`config.mk`:
```
export PLATFORM = sky130hd
export DESIGN_NAME = ps2_host_command_port_top
export DESIGN_NICKNAME = d
export VERILOG_FILES = /design/src/rtl/ps2hc_pkg.sv /design/src/rtl/ps2hc_engine.sv /design/src/rtl/ps2_host_command_port_top.sv
export SDC_FILE = /design/constraint.sdc
export NUM_CORES = 1
export LEC_CHECK = 0
export CAP_MARGIN = 40
export CORE_ASPECT_RATIO = 1.4
export CORE_MARGIN = 8
export CORE_UTILIZATION = 55
export CTS_BUF_LIST = sky130_fd_sc_hd__clkbuf_8
export DETAILED_ROUTE_END_ITERATION = 12
export DONT_BUFFER_PORTS = 1
export HOLD_SLACK_MARGIN = 0.1
export PLACE_DENSITY = 0.7
export SLEW_MARGIN = 20
export SYNTH_ARGS = -nofsm -noshare
export SYNTH_HDL_FRONTEND = slang
export SYNTH_SLANG_ARGS = --single-unit
```
`constraint.sdc`:
```
create_clock -name clk -period 8.1 [get_ports clk]
set_clock_uncertainty 0.15 [all_clocks]
set_input_delay 1.62 -clock clk [delete_from_list [all_inputs] [get_ports clk]]
set_output_delay 1.62 -clock clk [all_outputs]
set_load 0.02 [all_outputs]
```
`src/rtl/ps2hc_pkg.sv`:
```
// ----------------------------------------------------------------------------
// ps2hc_pkg
// Types and constants shared by the PS/2 host command port: item codes,
// bus phases, and the packed command and result beats.
// ----------------------------------------------------------------------------
package ps2hc_pkg;

	// Argument buffer geometry
	localparam int ARG_DEPTH = 16;
	localparam int ARG_AW    = $clog2(ARG_DEPTH);

	// Request-to-send hold timer
	localparam int              HOLD_W     = 10;
	localparam logic [HOLD_W-1:0] HOLD_MAX   = '1;
	localparam logic [HOLD_W-1:0] RTS_RESET  = HOLD_W'(100);

	// Frame bit positions (bit counter values)
	localparam logic [3:0] BC_START  = 4'd0;
	localparam logic [3:0] BC_LAST_D = 4'd8;
	localparam logic [3:0] BC_PARITY = 4'd9;
	localparam logic [3:0] BC_ACK    = 4'd10;

	typedef enum logic [1:0] {
		CMD_BEGIN = 2'd0,
		CMD_LOAD  = 2'd1,
		CMD_EDGE  = 2'd2,
		CMD_TICK  = 2'd3
	} cmd_code_t;

	typedef enum logic [1:0] {
		PH_IDLE  = 2'd0,
		PH_HOLD  = 2'd1,
		PH_WRITE = 2'd2,
		PH_READ  = 2'd3
	} phase_t;

	typedef struct packed {
		cmd_code_t   cmd;
		logic [7:0]  command_byte;
		logic [3:0]  n_args;
		logic [3:0]  n_returns;
		logic [3:0]  arg_index;
		logic [7:0]  arg_byte;
		logic        data_in;
	} cmd_t;

	typedef struct packed {
		logic        clock_low;
		logic        data_low;
		logic        busy_res;
		logic        byte_valid;
		logic [3:0]  byte_index;
		logic [7:0]  byte_value;
		logic        frame_error;
		logic        done_res;
	} res_t;

endpackage

```
`src/rtl/ps2hc_engine.sv`:
```
// ----------------------------------------------------------------------------
// ps2hc_engine
// Transaction state, argument buffer memory and the per-beat next-state logic.
// Computes one result per accepted command beat.
// ----------------------------------------------------------------------------
module ps2hc_engine (
	input  logic                          clk,
	input  logic                          arst_n,
	input  logic                          acc,
	input  ps2hc_pkg::cmd_t               item,
	input  logic                          cfg_we,
	input  logic [ps2hc_pkg::HOLD_W-1:0]  cfg_wdata,
	output ps2hc_pkg::res_t               res
);
	import ps2hc_pkg::*;

	// Whether the data wire is pulled low, given the frame position
	function automatic logic data_drive(phase_t ph, logic [3:0] bc, logic [7:0] sb,
		logic par);
		logic [2:0] pos;
		logic       drv;
		pos = 3'(bc - 4'd1);
		drv = 1'b0;
		if (ph == PH_WRITE) begin
			if (bc == BC_START) begin
				drv = 1'b1;
			end else if (bc <= BC_LAST_D) begin
				drv = ~sb[pos];
			end else if (bc == BC_PARITY) begin
				drv = ~par;
			end
		end
		return drv;
	endfunction

	phase_t              phase_q, phase_n;
	logic [3:0]          bit_cnt_q, bit_cnt_n;
	logic [7:0]          shift_q, shift_n, shift_eff;
	logic                par_q, par_n;
	logic [4:0]          bytes_done_q, bytes_done_n, bytes_inc;
	logic [3:0]          send_total_q, send_total_n;
	logic [3:0]          recv_total_q, recv_total_n;
	logic [HOLD_W-1:0]   hold_q, hold_n, hold_inc;
	logic [HOLD_W-1:0]   rts_q;
	logic                pend_q;
	logic [7:0]          rd_q;

	logic [7:0]          arg_mem [ARG_DEPTH];
	logic                mem_we;
	logic [ARG_AW-1:0]   mem_waddr;
	logic [7:0]          mem_wdata;
	logic                rd_en;
	logic [ARG_AW-1:0]   rd_addr;

	logic                valid_r, ferr_r, done_r;
	logic [2:0]          rpos;

	// Forward the argument fetched on the previous beat
	assign shift_eff = pend_q ? rd_q : shift_q;
	assign bytes_inc = bytes_done_q + 5'd1;
	assign hold_inc  = (hold_q == HOLD_MAX) ? hold_q : hold_q + HOLD_W'(1);
	assign rpos      = 3'(bit_cnt_q - 4'd1);

	// Next state for one beat
	always_comb begin
		phase_n      = phase_q;
		bit_cnt_n    = bit_cnt_q;
		shift_n      = shift_eff;
		par_n        = par_q;
		bytes_done_n = bytes_done_q;
		send_total_n = send_total_q;
		recv_total_n = recv_total_q;
		hold_n       = hold_q;
		mem_we       = 1'b0;
		mem_waddr    = item.arg_index[ARG_AW-1:0];
		mem_wdata    = item.arg_byte;
		rd_en        = 1'b0;
		rd_addr      = bytes_done_q[ARG_AW-1:0];
		valid_r      = 1'b0;
		ferr_r       = 1'b0;
		done_r       = 1'b0;
		case (item.cmd)
			CMD_BEGIN: begin
				if (phase_q == PH_IDLE) begin
					send_total_n = item.n_args;
					recv_total_n = item.n_returns;
					bytes_done_n = 5'd0;
					phase_n      = PH_HOLD;
					shift_n      = item.command_byte;
					bit_cnt_n    = BC_START;
					par_n        = 1'b1;
					hold_n       = '0;
				end
			end
			CMD_LOAD: begin
				mem_we = 1'b1;
			end
			CMD_TICK: begin
				if (phase_q == PH_HOLD) begin
					hold_n = hold_inc;
					if (hold_inc >= rts_q) begin
						hold_n  = '0;
						phase_n = PH_WRITE;
					end
				end
			end
			CMD_EDGE: begin
				if (phase_q == PH_WRITE) begin
					if (bit_cnt_q < BC_LAST_D) begin
						par_n     = par_q ^ shift_eff[bit_cnt_q[2:0]];
						bit_cnt_n = bit_cnt_q + 4'd1;
					end else if (bit_cnt_q == BC_LAST_D || bit_cnt_q == BC_PARITY) begin
						bit_cnt_n = bit_cnt_q + 4'd1;
					end else if ({1'b0, bytes_inc} > {2'b00, send_total_q}) begin
						// last byte written: turn around and read
						bytes_done_n = 5'd0;
						phase_n      = PH_READ;
						shift_n      = 8'd0;
						bit_cnt_n    = BC_START;
						par_n        = 1'b1;
					end else begin
						// fetch the next argument; it lands next cycle
						bytes_done_n = bytes_inc;
						rd_en        = 1'b1;
						phase_n      = PH_HOLD;
						bit_cnt_n    = BC_START;
						par_n        = 1'b1;
						hold_n       = '0;
					end
				end else if (phase_q == PH_READ) begin
					if (bit_cnt_q == BC_START) begin
						if (item.data_in) begin
							ferr_r  = 1'b1;
							shift_n = 8'd0;
							par_n   = 1'b1;
						end else begin
							bit_cnt_n = 4'd1;
						end
					end else if (bit_cnt_q <= BC_LAST_D) begin
						par_n          = par_q ^ item.data_in;
						shift_n[rpos]  = shift_eff[rpos] | item.data_in;
						bit_cnt_n      = bit_cnt_q + 4'd1;
					end else if (bit_cnt_q == BC_PARITY) begin
						if (item.data_in != par_q) begin
							ferr_r    = 1'b1;
							shift_n   = 8'd0;
							bit_cnt_n = BC_START;
							par_n     = 1'b1;
						end else begin
							bit_cnt_n = BC_ACK;
						end
					end else if (bit_cnt_q == BC_ACK) begin
						valid_r   = 1'b1;
						mem_we    = (bytes_done_q != 5'd0);
						mem_waddr = ARG_AW'(bytes_done_q - 5'd1);
						mem_wdata = shift_eff;
						shift_n   = 8'd0;
						bit_cnt_n = BC_START;
						par_n     = 1'b1;
						if ({1'b0, bytes_inc} <= {2'b00, recv_total_q}) begin
							bytes_done_n = bytes_inc;
						end else begin
							bytes_done_n = 5'd0;
							phase_n      = PH_IDLE;
							done_r       = 1'b1;
						end
					end else begin
						// unused counter value: restart quietly
						shift_n   = 8'd0;
						bit_cnt_n = BC_START;
						par_n     = 1'b1;
					end
				end
			end
			default: begin
			end
		endcase
	end

	// Assemble the result beat
	always_comb begin
		res.clock_low   = (phase_n == PH_IDLE) || (phase_n == PH_HOLD);
		res.data_low    = data_drive(phase_n, bit_cnt_n, shift_n, par_n);
		res.busy_res    = (phase_n != PH_IDLE);
		res.byte_valid  = valid_r;
		res.byte_index  = valid_r ? bytes_done_q[3:0] : 4'd0;
		res.byte_value  = valid_r ? shift_eff : 8'd0;
		res.frame_error = ferr_r;
		res.done_res    = done_r;
	end

	// Control state: advance on every accepted beat
	always_ff @(posedge clk or negedge arst_n) begin
		if (!arst_n) begin
			phase_q      <= PH_IDLE;
			bit_cnt_q    <= 4'd0;
			shift_q      <= 8'd0;
			par_q        <= 1'b1;
			bytes_done_q <= 5'd0;
			send_total_q <= 4'd0;
			recv_total_q <= 4'd0;
			hold_q       <= '0;
			pend_q       <= 1'b0;
		end else if (acc) begin
			phase_q      <= phase_n;
			bit_cnt_q    <= bit_cnt_n;
			shift_q      <= shift_n;
			par_q        <= par_n;
			bytes_done_q <= bytes_done_n;
			send_total_q <= send_total_n;
			recv_total_q <= recv_total_n;
			hold_q       <= hold_n;
			pend_q       <= rd_en;
		end
	end

	// Hold-time register
	always_ff @(posedge clk or negedge arst_n) begin
		if (!arst_n) begin
			rts_q <= RTS_RESET;
		end else if (cfg_we) begin
			rts_q <= cfg_wdata;
		end
	end

	// Argument buffer: one write port, one registered read port
	always_ff @(posedge clk) begin
		if (acc && mem_we) begin
			arg_mem[mem_waddr] <= mem_wdata;
		end
		if (acc && rd_en) begin
			rd_q <= arg_mem[rd_addr];
		end
	end

endmodule

```
`src/rtl/ps2_host_command_port_top.sv`:
```
// A result beat is registered into the output register, or the skid when stalled.
// Throughput: one command beat per cycle while the skid is empty; the argument
// fetch at the end of a written byte uses a registered read of the buffer memory.
// A two-deep output stage (result register plus skid) keeps intake running
// while a result waits. Reset clears all control state; the buffer is not cleared.
// ----------------------------------------------------------------------------
// ps2_host_command_port_top
// PS/2 host transaction engine with valid/ready command and result channels
// and a write-only hold-time register.
// ----------------------------------------------------------------------------
module ps2_host_command_port_top (
	input  logic                          clk,
	input  logic                          arst_n,
	input  logic                          cmd_valid,
	output logic                          cmd_ready,
	input  ps2hc_pkg::cmd_t               cmd_data,
	output logic                          res_valid,
	input  logic                          res_ready,
	output ps2hc_pkg::res_t               res_data,
	input  logic                          cfg_we,
	input  logic [ps2hc_pkg::HOLD_W-1:0]  cfg_wdata
);
	import ps2hc_pkg::*;

	logic  acc;
	res_t  res_n;
	res_t  out_q, skid_q;
	logic  out_valid_q, skid_valid_q;

	assign cmd_ready = !skid_valid_q;
	assign acc       = cmd_valid && cmd_ready;
	assign res_valid = out_valid_q;
	assign res_data  = out_q;

	ps2hc_engine u_engine (
		.clk       (clk),
		.arst_n    (arst_n),
		.acc       (acc),
		.item      (cmd_data),
		.cfg_we    (cfg_we),
		.cfg_wdata (cfg_wdata),
		.res       (res_n)
	);

	// Output register with skid: drain skid first, else load the new beat
	always_ff @(posedge clk or negedge arst_n) begin
		if (!arst_n) begin
			out_valid_q  <= 1'b0;
			skid_valid_q <= 1'b0;
		end else if (res_ready || !out_valid_q) begin
			if (skid_valid_q) begin
				skid_valid_q <= 1'b0;
			end else begin
				out_valid_q <= acc;
			end
		end else if (acc) begin
			skid_valid_q <= 1'b1;
		end
	end

	// Payload moves alongside the valid bits
	always_ff @(posedge clk) begin
		if (res_ready || !out_valid_q) begin
			if (skid_valid_q) begin
				out_q <= skid_q;
			end else if (acc) begin
				out_q <= res_n;
			end
		end else if (acc) begin
			skid_q <= res_n;
		end
	end

endmodule

```
==> qor.txt, run 1 <==
die area = 24700 um^2
Hold Path Class = flip-flop to flip-flop
area share of the largest cell type after synthesis = 0.473
Slew Viols, Final = 0
crit-path max cell delay = 690 ps
Period minus WS final = 4760 ps
final cell count without fillers = 1129
nets = 932
GRT Total Usage = 0.224
vias in the first global route = 7499
core box area = 19700 um^2
sequential share of the synthesized area = 0.590
Yosys reg bits = 223
Setup TNS = 0 ps
H-tree Lvls = 2
syn_nets = 911
Area growth syn-to-layout = 9.17%
clock root buffer = clkbuf_8
commonest non-fill, non-tap cell in the layout = edfxtp_1
via count = 7250
RSZ-0062 raised after global routing = no
Internal = 0.00204 W
worst path cell trace = inv_1 -> ha_1 -> o311ai_0 -> a2bb2oi_1 -> nor2_1 -> ha_1 -> or3_1 -> o31a_1 -> a211oi_1 -> o31ai_2
GRT Residual Overflow = 0
Max Root-Sink Buffers = 3
Avg Cell Area, Syn = 13.1 um^2
postcts setup bufs = 0
fin worst setup slack = 3340 ps
dpl ws = 2900 ps
vias per inst = 6.42
Setup crit end kind = flip-flop
Worst VDD drop = 0.000150 V
endpoints failing setup = 0
Clock Sinks = 223
worst skew pair latency = 520 ps
Initial DRT Pass Iterations = 6
CTS resizes = 0
Sw Share = 0.288
clock power share = 0.315
cell repeated most along the worst path = ha_1
placer congestion estimate = 0.965
leakage = 4.30 nW
sequential share of power = 0.474
area post-placement = 11200 um^2
Cell Area, Synth = 10900 um^2
placed insts = 1057
layout cells sized above 1 = 0.166
final wirelength = 27500 um
Final Core Density = 0.605
clock slew at reported path FFs = 60 ps
Req. time, crit path = 8210 ps
DRT antenna net count = 0
sw power = 0.000824 W
final hold violation count = 0
initial DRC count = 746
first-pass GRT wire length = 42600 um
Worst setup SP type = input pin
PortBufs = 0
Synth area leader = edfxtp_1
status = finished clean
combinational share of power = 0.211
worst relative slew slack = 0.425
Inserted Clock Buffers = 36
hold-fix buffers at CTS = 0
Remaining DRCs = 0
Post-Syn Instances = 831
antenna diode count = 0
largest net degree at the start of global routing = 52
IO Count = 66
die width = 135 um
worst slew pin tran = 859 ps
EDFF count, synth = 172
dominant synthesized flop cell = edfxtp_1
Slowest-stage cell, CP = ha_1
WS Path Type = input pin to flip-flop
Starting Density = 0.554
WP data arrival = 4860 ps
antenna violations before repair = 0
async set or reset register ratio after synthesis = 0.229
Max FO, Critical Path = 21
Detailed Place HPWL = 19600 um
Die H = 183 um
Unique masters post-synth = 66
most frequent cells in the layout = edfxtp_1 (172), nand2_1 (71), nor2_1 (68), inv_1 (49), dfrtp_1 (46)
Max Freq = 0.210 GHz
Synth area leaders = edfxtp_1 (47%), dfrtp_1 (11%), mux4_2 (8.7%)
design area = 11900 um^2
FP Rows = 61
wire per inst = 24.3 um
Synth warnings = 0
clock tree from TritonCTS = done
Pwr per Cell Area = 240 nW/um^2
max cap viols = 0
period utilisation layout = 0.587
-- cell type report --
| type | instances | area, um^2 |
|---|---|---|
| inverters | 36 | 135 |
| well taps | 252 | 315 |
| clock inverters | 24 | 128 |
| clock buffers | 39 | 537 |
| multi-input cells | 532 | 4170 |
| flip-flops and latches | 223 | 6450 |
| fillers | 1539 | 7770 |
| repair buffers | 23 | 184 |
-- flip-flops by register name (all words and copies together) (netlist names), 2 cells and up --
signal,cells
skid_q,18
u_engine.recv_total_q,4
u_engine.rts_q,10
u_engine.arg_mem,128
res_data,18
u_engine.rd_q,8
u_engine.bytes_done_q,5
u_engine.phase_q,2
u_engine.bit_cnt_q,4
u_engine.hold_q,10
u_engine.send_total_q,4
u_engine.shift_q,8
-- stage by stage --
step / power, W / hold slack [ps]
2_1_floorplan: 0.00181 / 299
4_1_cts: 0.00288 / 339
5_1_grt: 0.00300 / 360
3_5_place_dp: 0.00198 / 325
3_3_place_gp: 0.00195 / 315
6_report: 0.00286 / 335
-- final timing paths --
kind | start | cells past startpoint | slack, ps | endpoint
min reg2reg | u_engine.shift_q[1] | 2 | 340 | u_engine.shift_q[1]
max in group asynchronous | arst_n | 0 | 6940 | u_engine.rts_q[5]
min | u_engine.shift_q[1] | 2 | 340 | u_engine.shift_q[1]
max reg2reg | u_engine.bit_cnt_q[0] | 14 | 3400 | res_data[16]
min in group asynchronous | arst_n | 0 | 650 | u_engine.bytes_done_q[0]
max | cmd_data[29] | 10 | 3340 | res_data[16]
-- cell families after synthesis --
family                   Yosys count  synth area share
AO/OA/AOI/OAI                    182             0.112
flip-flops                       223             0.590
adder cells (fa/ha/maj)           34            0.0390
XOR/XNOR                          15            0.0120
buffers and inverters             76            0.0277
AND/OR/NAND/NOR                  229             0.100
multiplexers                      72             0.119
-- metal layers --
layer | share of wire | up-vias | track usage | wire length (um)
li1 | - | 3227 | - | -
met1 | 0.37 | 3609 | 0.253 | 10300
met2 | 0.52 | 323 | 0.392 | 14200
met3 | 0.062 | 91 | 0.0449 | 1700
met4 | 0.047 | 0 | 0.116 | 1290
met5 | 0 | - | 0 | 0
-- critical path, delay by kind of cell --
kind	cells	cell delay (ps)
AO/OA/AOI/OAI	5	1260
adder cells (fa/ha/maj)	2	1070
buffers and inverters	1	70
AND/OR/NAND/NOR	2	820
-- synth_stat cells, types with 8 or more instances --
master	number
clkbuf_1	27
nand3_1	16
edfxtp_1	172
a22o_1	14
nor3_1	12
nand2b_1	11
a21o_1	12
inv_1	34
mux2_2	20
o31ai_1	16
nor2_1	68
ha_1	34
nor2b_1	12
nand2_1	71
xnor2_1	10
a31oi_1	11
dfrtp_1	47
buf_2	8
o21ai_0	45
a21oi_1	32
mux4_2	42
-- power by group through the flow --
stage               Clock (W)  Combinational, W  Sequential (W)
floorplan                   0          0.000453         0.00136
CTS                  0.000921          0.000604         0.00136
global route         0.000971          0.000660         0.00136
global placement            0          0.000576         0.00138
finish               0.000901          0.000605         0.00136
detailed placement          0          0.000601         0.00138
(Power assumes the default switching activity.)
==> run 2, diff against run 1 <==
--- a/config.mk
+++ b/config.mk
@@ -13,7 +13,7 @@
 export DETAILED_ROUTE_END_ITERATION = 12
 export DONT_BUFFER_PORTS = 1
 export HOLD_SLACK_MARGIN = 0.1
-export PLACE_DENSITY = 0.7
+export PLACE_DENSITY = 0.73
 export SLEW_MARGIN = 20
 export SYNTH_ARGS = -nofsm -noshare
 export SYNTH_HDL_FRONTEND = slang
==> constraint.sdc (replaced) <==
create_clock -name clk -period 4.19 [get_ports clk]
set_clock_uncertainty 0.15 [all_clocks]
set_input_delay 0.838 -clock clk [delete_from_list [all_inputs] [get_ports clk]]
set_output_delay 0.838 -clock clk [all_outputs]
set_load 0.02 [all_outputs]
==> qor.txt, run 2 (synthesis gave the netlist of run 1 again) <==
status = finished clean
core box area = 19700 um^2 (unchanged)
Detailed Place HPWL = 20500 um (+4.6%)
initial DRC count = 595 (-20%)
final hold violation count = 0 (unchanged)
placer congestion estimate = 0.994 (+3.0%)
worst slew pin tran = 678 ps (-181 ps)
IO Count = 66 (unchanged)
Remaining DRCs = 0 (unchanged)
WHS Path Cells = 1 (-1)
WP data arrival = 4060 ps (-800 ps)
Slew Viols, Final = 0 (unchanged)
Max Freq = 0.253 GHz
Setup TNS = 0 ps (unchanged)
max cap viols = 0 (unchanged)
Initial DRT Pass Iterations = 5 (-1)
Inserted Clock Buffers = 36 (unchanged)
Die H = 183 um (unchanged)
most frequent cells in the layout = edfxtp_1 (172), nand2_1 (71), nor2_1 (68), buf_4 (54), inv_1 (52)
commonest non-fill, non-tap cell in the layout = edfxtp_1
clock tree from TritonCTS = done
RSZ-0062 raised after global routing = no
leakage = 4.47 nW (+3.9%)
Worst Reg-to-Reg Cells = 15 (+1)
Total Power = 0.00551 W (+93%)
endpoints failing setup = 0 (unchanged)
FP Rows = 61 (unchanged)
Clock Sinks = 223 (unchanged)
DRT antenna net count = 0 (unchanged)
Req. time, crit path = 4290 ps (-3920 ps)
GRT Total Usage = 0.230 (+0.00533)
vias in the first global route = 7509 (+0.13%)
final wirelength = 28000 um (+2.1%)
Largest Register = u_engine.arg_mem
nets = 966 (+3.6%)
Hold Path Class = input pin to flip-flop
PortBufs = 0 (unchanged)
WS Path Type = flip-flop to flip-flop
Area growth syn-to-layout = 11.3%
antenna violations before repair = 1 (+1)
Max Root-Sink Buffers = 3 (unchanged)
number of flip-flops in the largest register = 128 (unchanged)
Final Core Density = 0.617 (+0.0120)
die width = 135 um (unchanged)
H-tree Lvls = 2 (unchanged)
largest net degree at the start of global routing = 52 (unchanged)
Max FO, Critical Path = 6 (-71%)
Starting Density = 0.554 (unchanged)
Setup crit end kind = flip-flop
Worst VDD drop = 0.000331 V (+120%)
first-pass GRT wire length = 43000 um (+0.93%)
worst relative slew slack = 0.535 (+0.110)
worst skew pair latency = 530 ps (about the same)
Worst setup SP type = flip-flop
vias per inst = 6.30 (-1.9%)
clock root buffer = clkbuf_8
Pwr per Cell Area = 454 nW/um^2 (+89%)
clock slew at reported path FFs = 50 ps (about the same)
GRT Residual Overflow = 0 (unchanged)
wire per inst = 24.1 um (-1.0%)
layout cells sized above 1 = 0.196 (+0.0298)
die area = 24700 um^2 (unchanged)
period utilisation layout = 0.945
via count = 7341 (+1.3%)
Period minus WS final = 3960 ps
run 2: per-layer routing:
| layer | up-vias | part of all wire | track usage |
|---|---|---|---|
| met5 | - | 0.00046 | 0 |
| met1 | 3676 | 0.36 | 0.255 |
| li1 | 3299 | - | - |
| met3 | 81 | 0.053 | 0.0396 |
| met4 | 2 | 0.055 | 0.134 |
| met2 | 283 | 0.53 | 0.403 |
run 2: where the power goes:
part	switching, W	internal, W
Clock	0.000809	0.000806
Sequential	0.000104	0.00252
Combinational	0.000728	0.000546
Total	0.00164	0.00387
run 2: area by class of cell:
type / instances / area, um^2
antenna: 1 / 2.50
clock buffer: 36 / 495
clock inverter: 28 / 120
fill: 1520 / 7540
inverter: 36 / 135
multi-input combinational: 532 / 4180
sequential: 223 / 6450
tap: 252 / 315
timing repair buffer: 57 / 458
run 2: what timing repair did:
| item | 4_1_cts | 5_1_grt |
|---|---|---|
| gates resized for setup | 0 | 2 |
| hold buffers | 2 | 0 |
| hold endpoints to repair | 51 | 0 |
| setup buffers | 0 | 0 |
| endpoints found under the setup margin | 0 | 4 |
run 2: final timing paths:
kind                               startpoint                     to  slack (ps)
max                        u_engine.hold_q[0]           res_data[15]         230
max in group asynchronous              arst_n      u_engine.rts_q[2]        2900
max reg2reg                u_engine.hold_q[0]           res_data[15]         230
min in group asynchronous              arst_n  u_engine.bit_cnt_q[3]         690
min reg2reg                    u_engine.par_q         u_engine.par_q         340
min                                    cfg_we      u_engine.rts_q[6]         230
run 2: worst max-delay path, cell delays in order, from the launching register on:
cell     delay (ps)
dfrtp_1         430
ha_1            280
and3_1          250
nand4_1         160
buf_4           200
mux2_2          290
ha_1            210
a21oi_1         140
o21ai_0         130
a41oi_1         290
a21oi_1         150
nor2_1          140
o31ai_1          80
a22oi_2         350
nand2_1         140
mux2_2          290
run 2: stage by stage:
stage               setup slack (ps)  area, um^2  hold WS, ps  std cells
floorplan                        156       10900          299        831
global placement                 213       11500          319       1097
detailed placement              43.1       11500          323       1097
CTS                             9.72       12100          211       1163
global route                    11.0       12200          216       1164
finish                           232       12200          233       1165
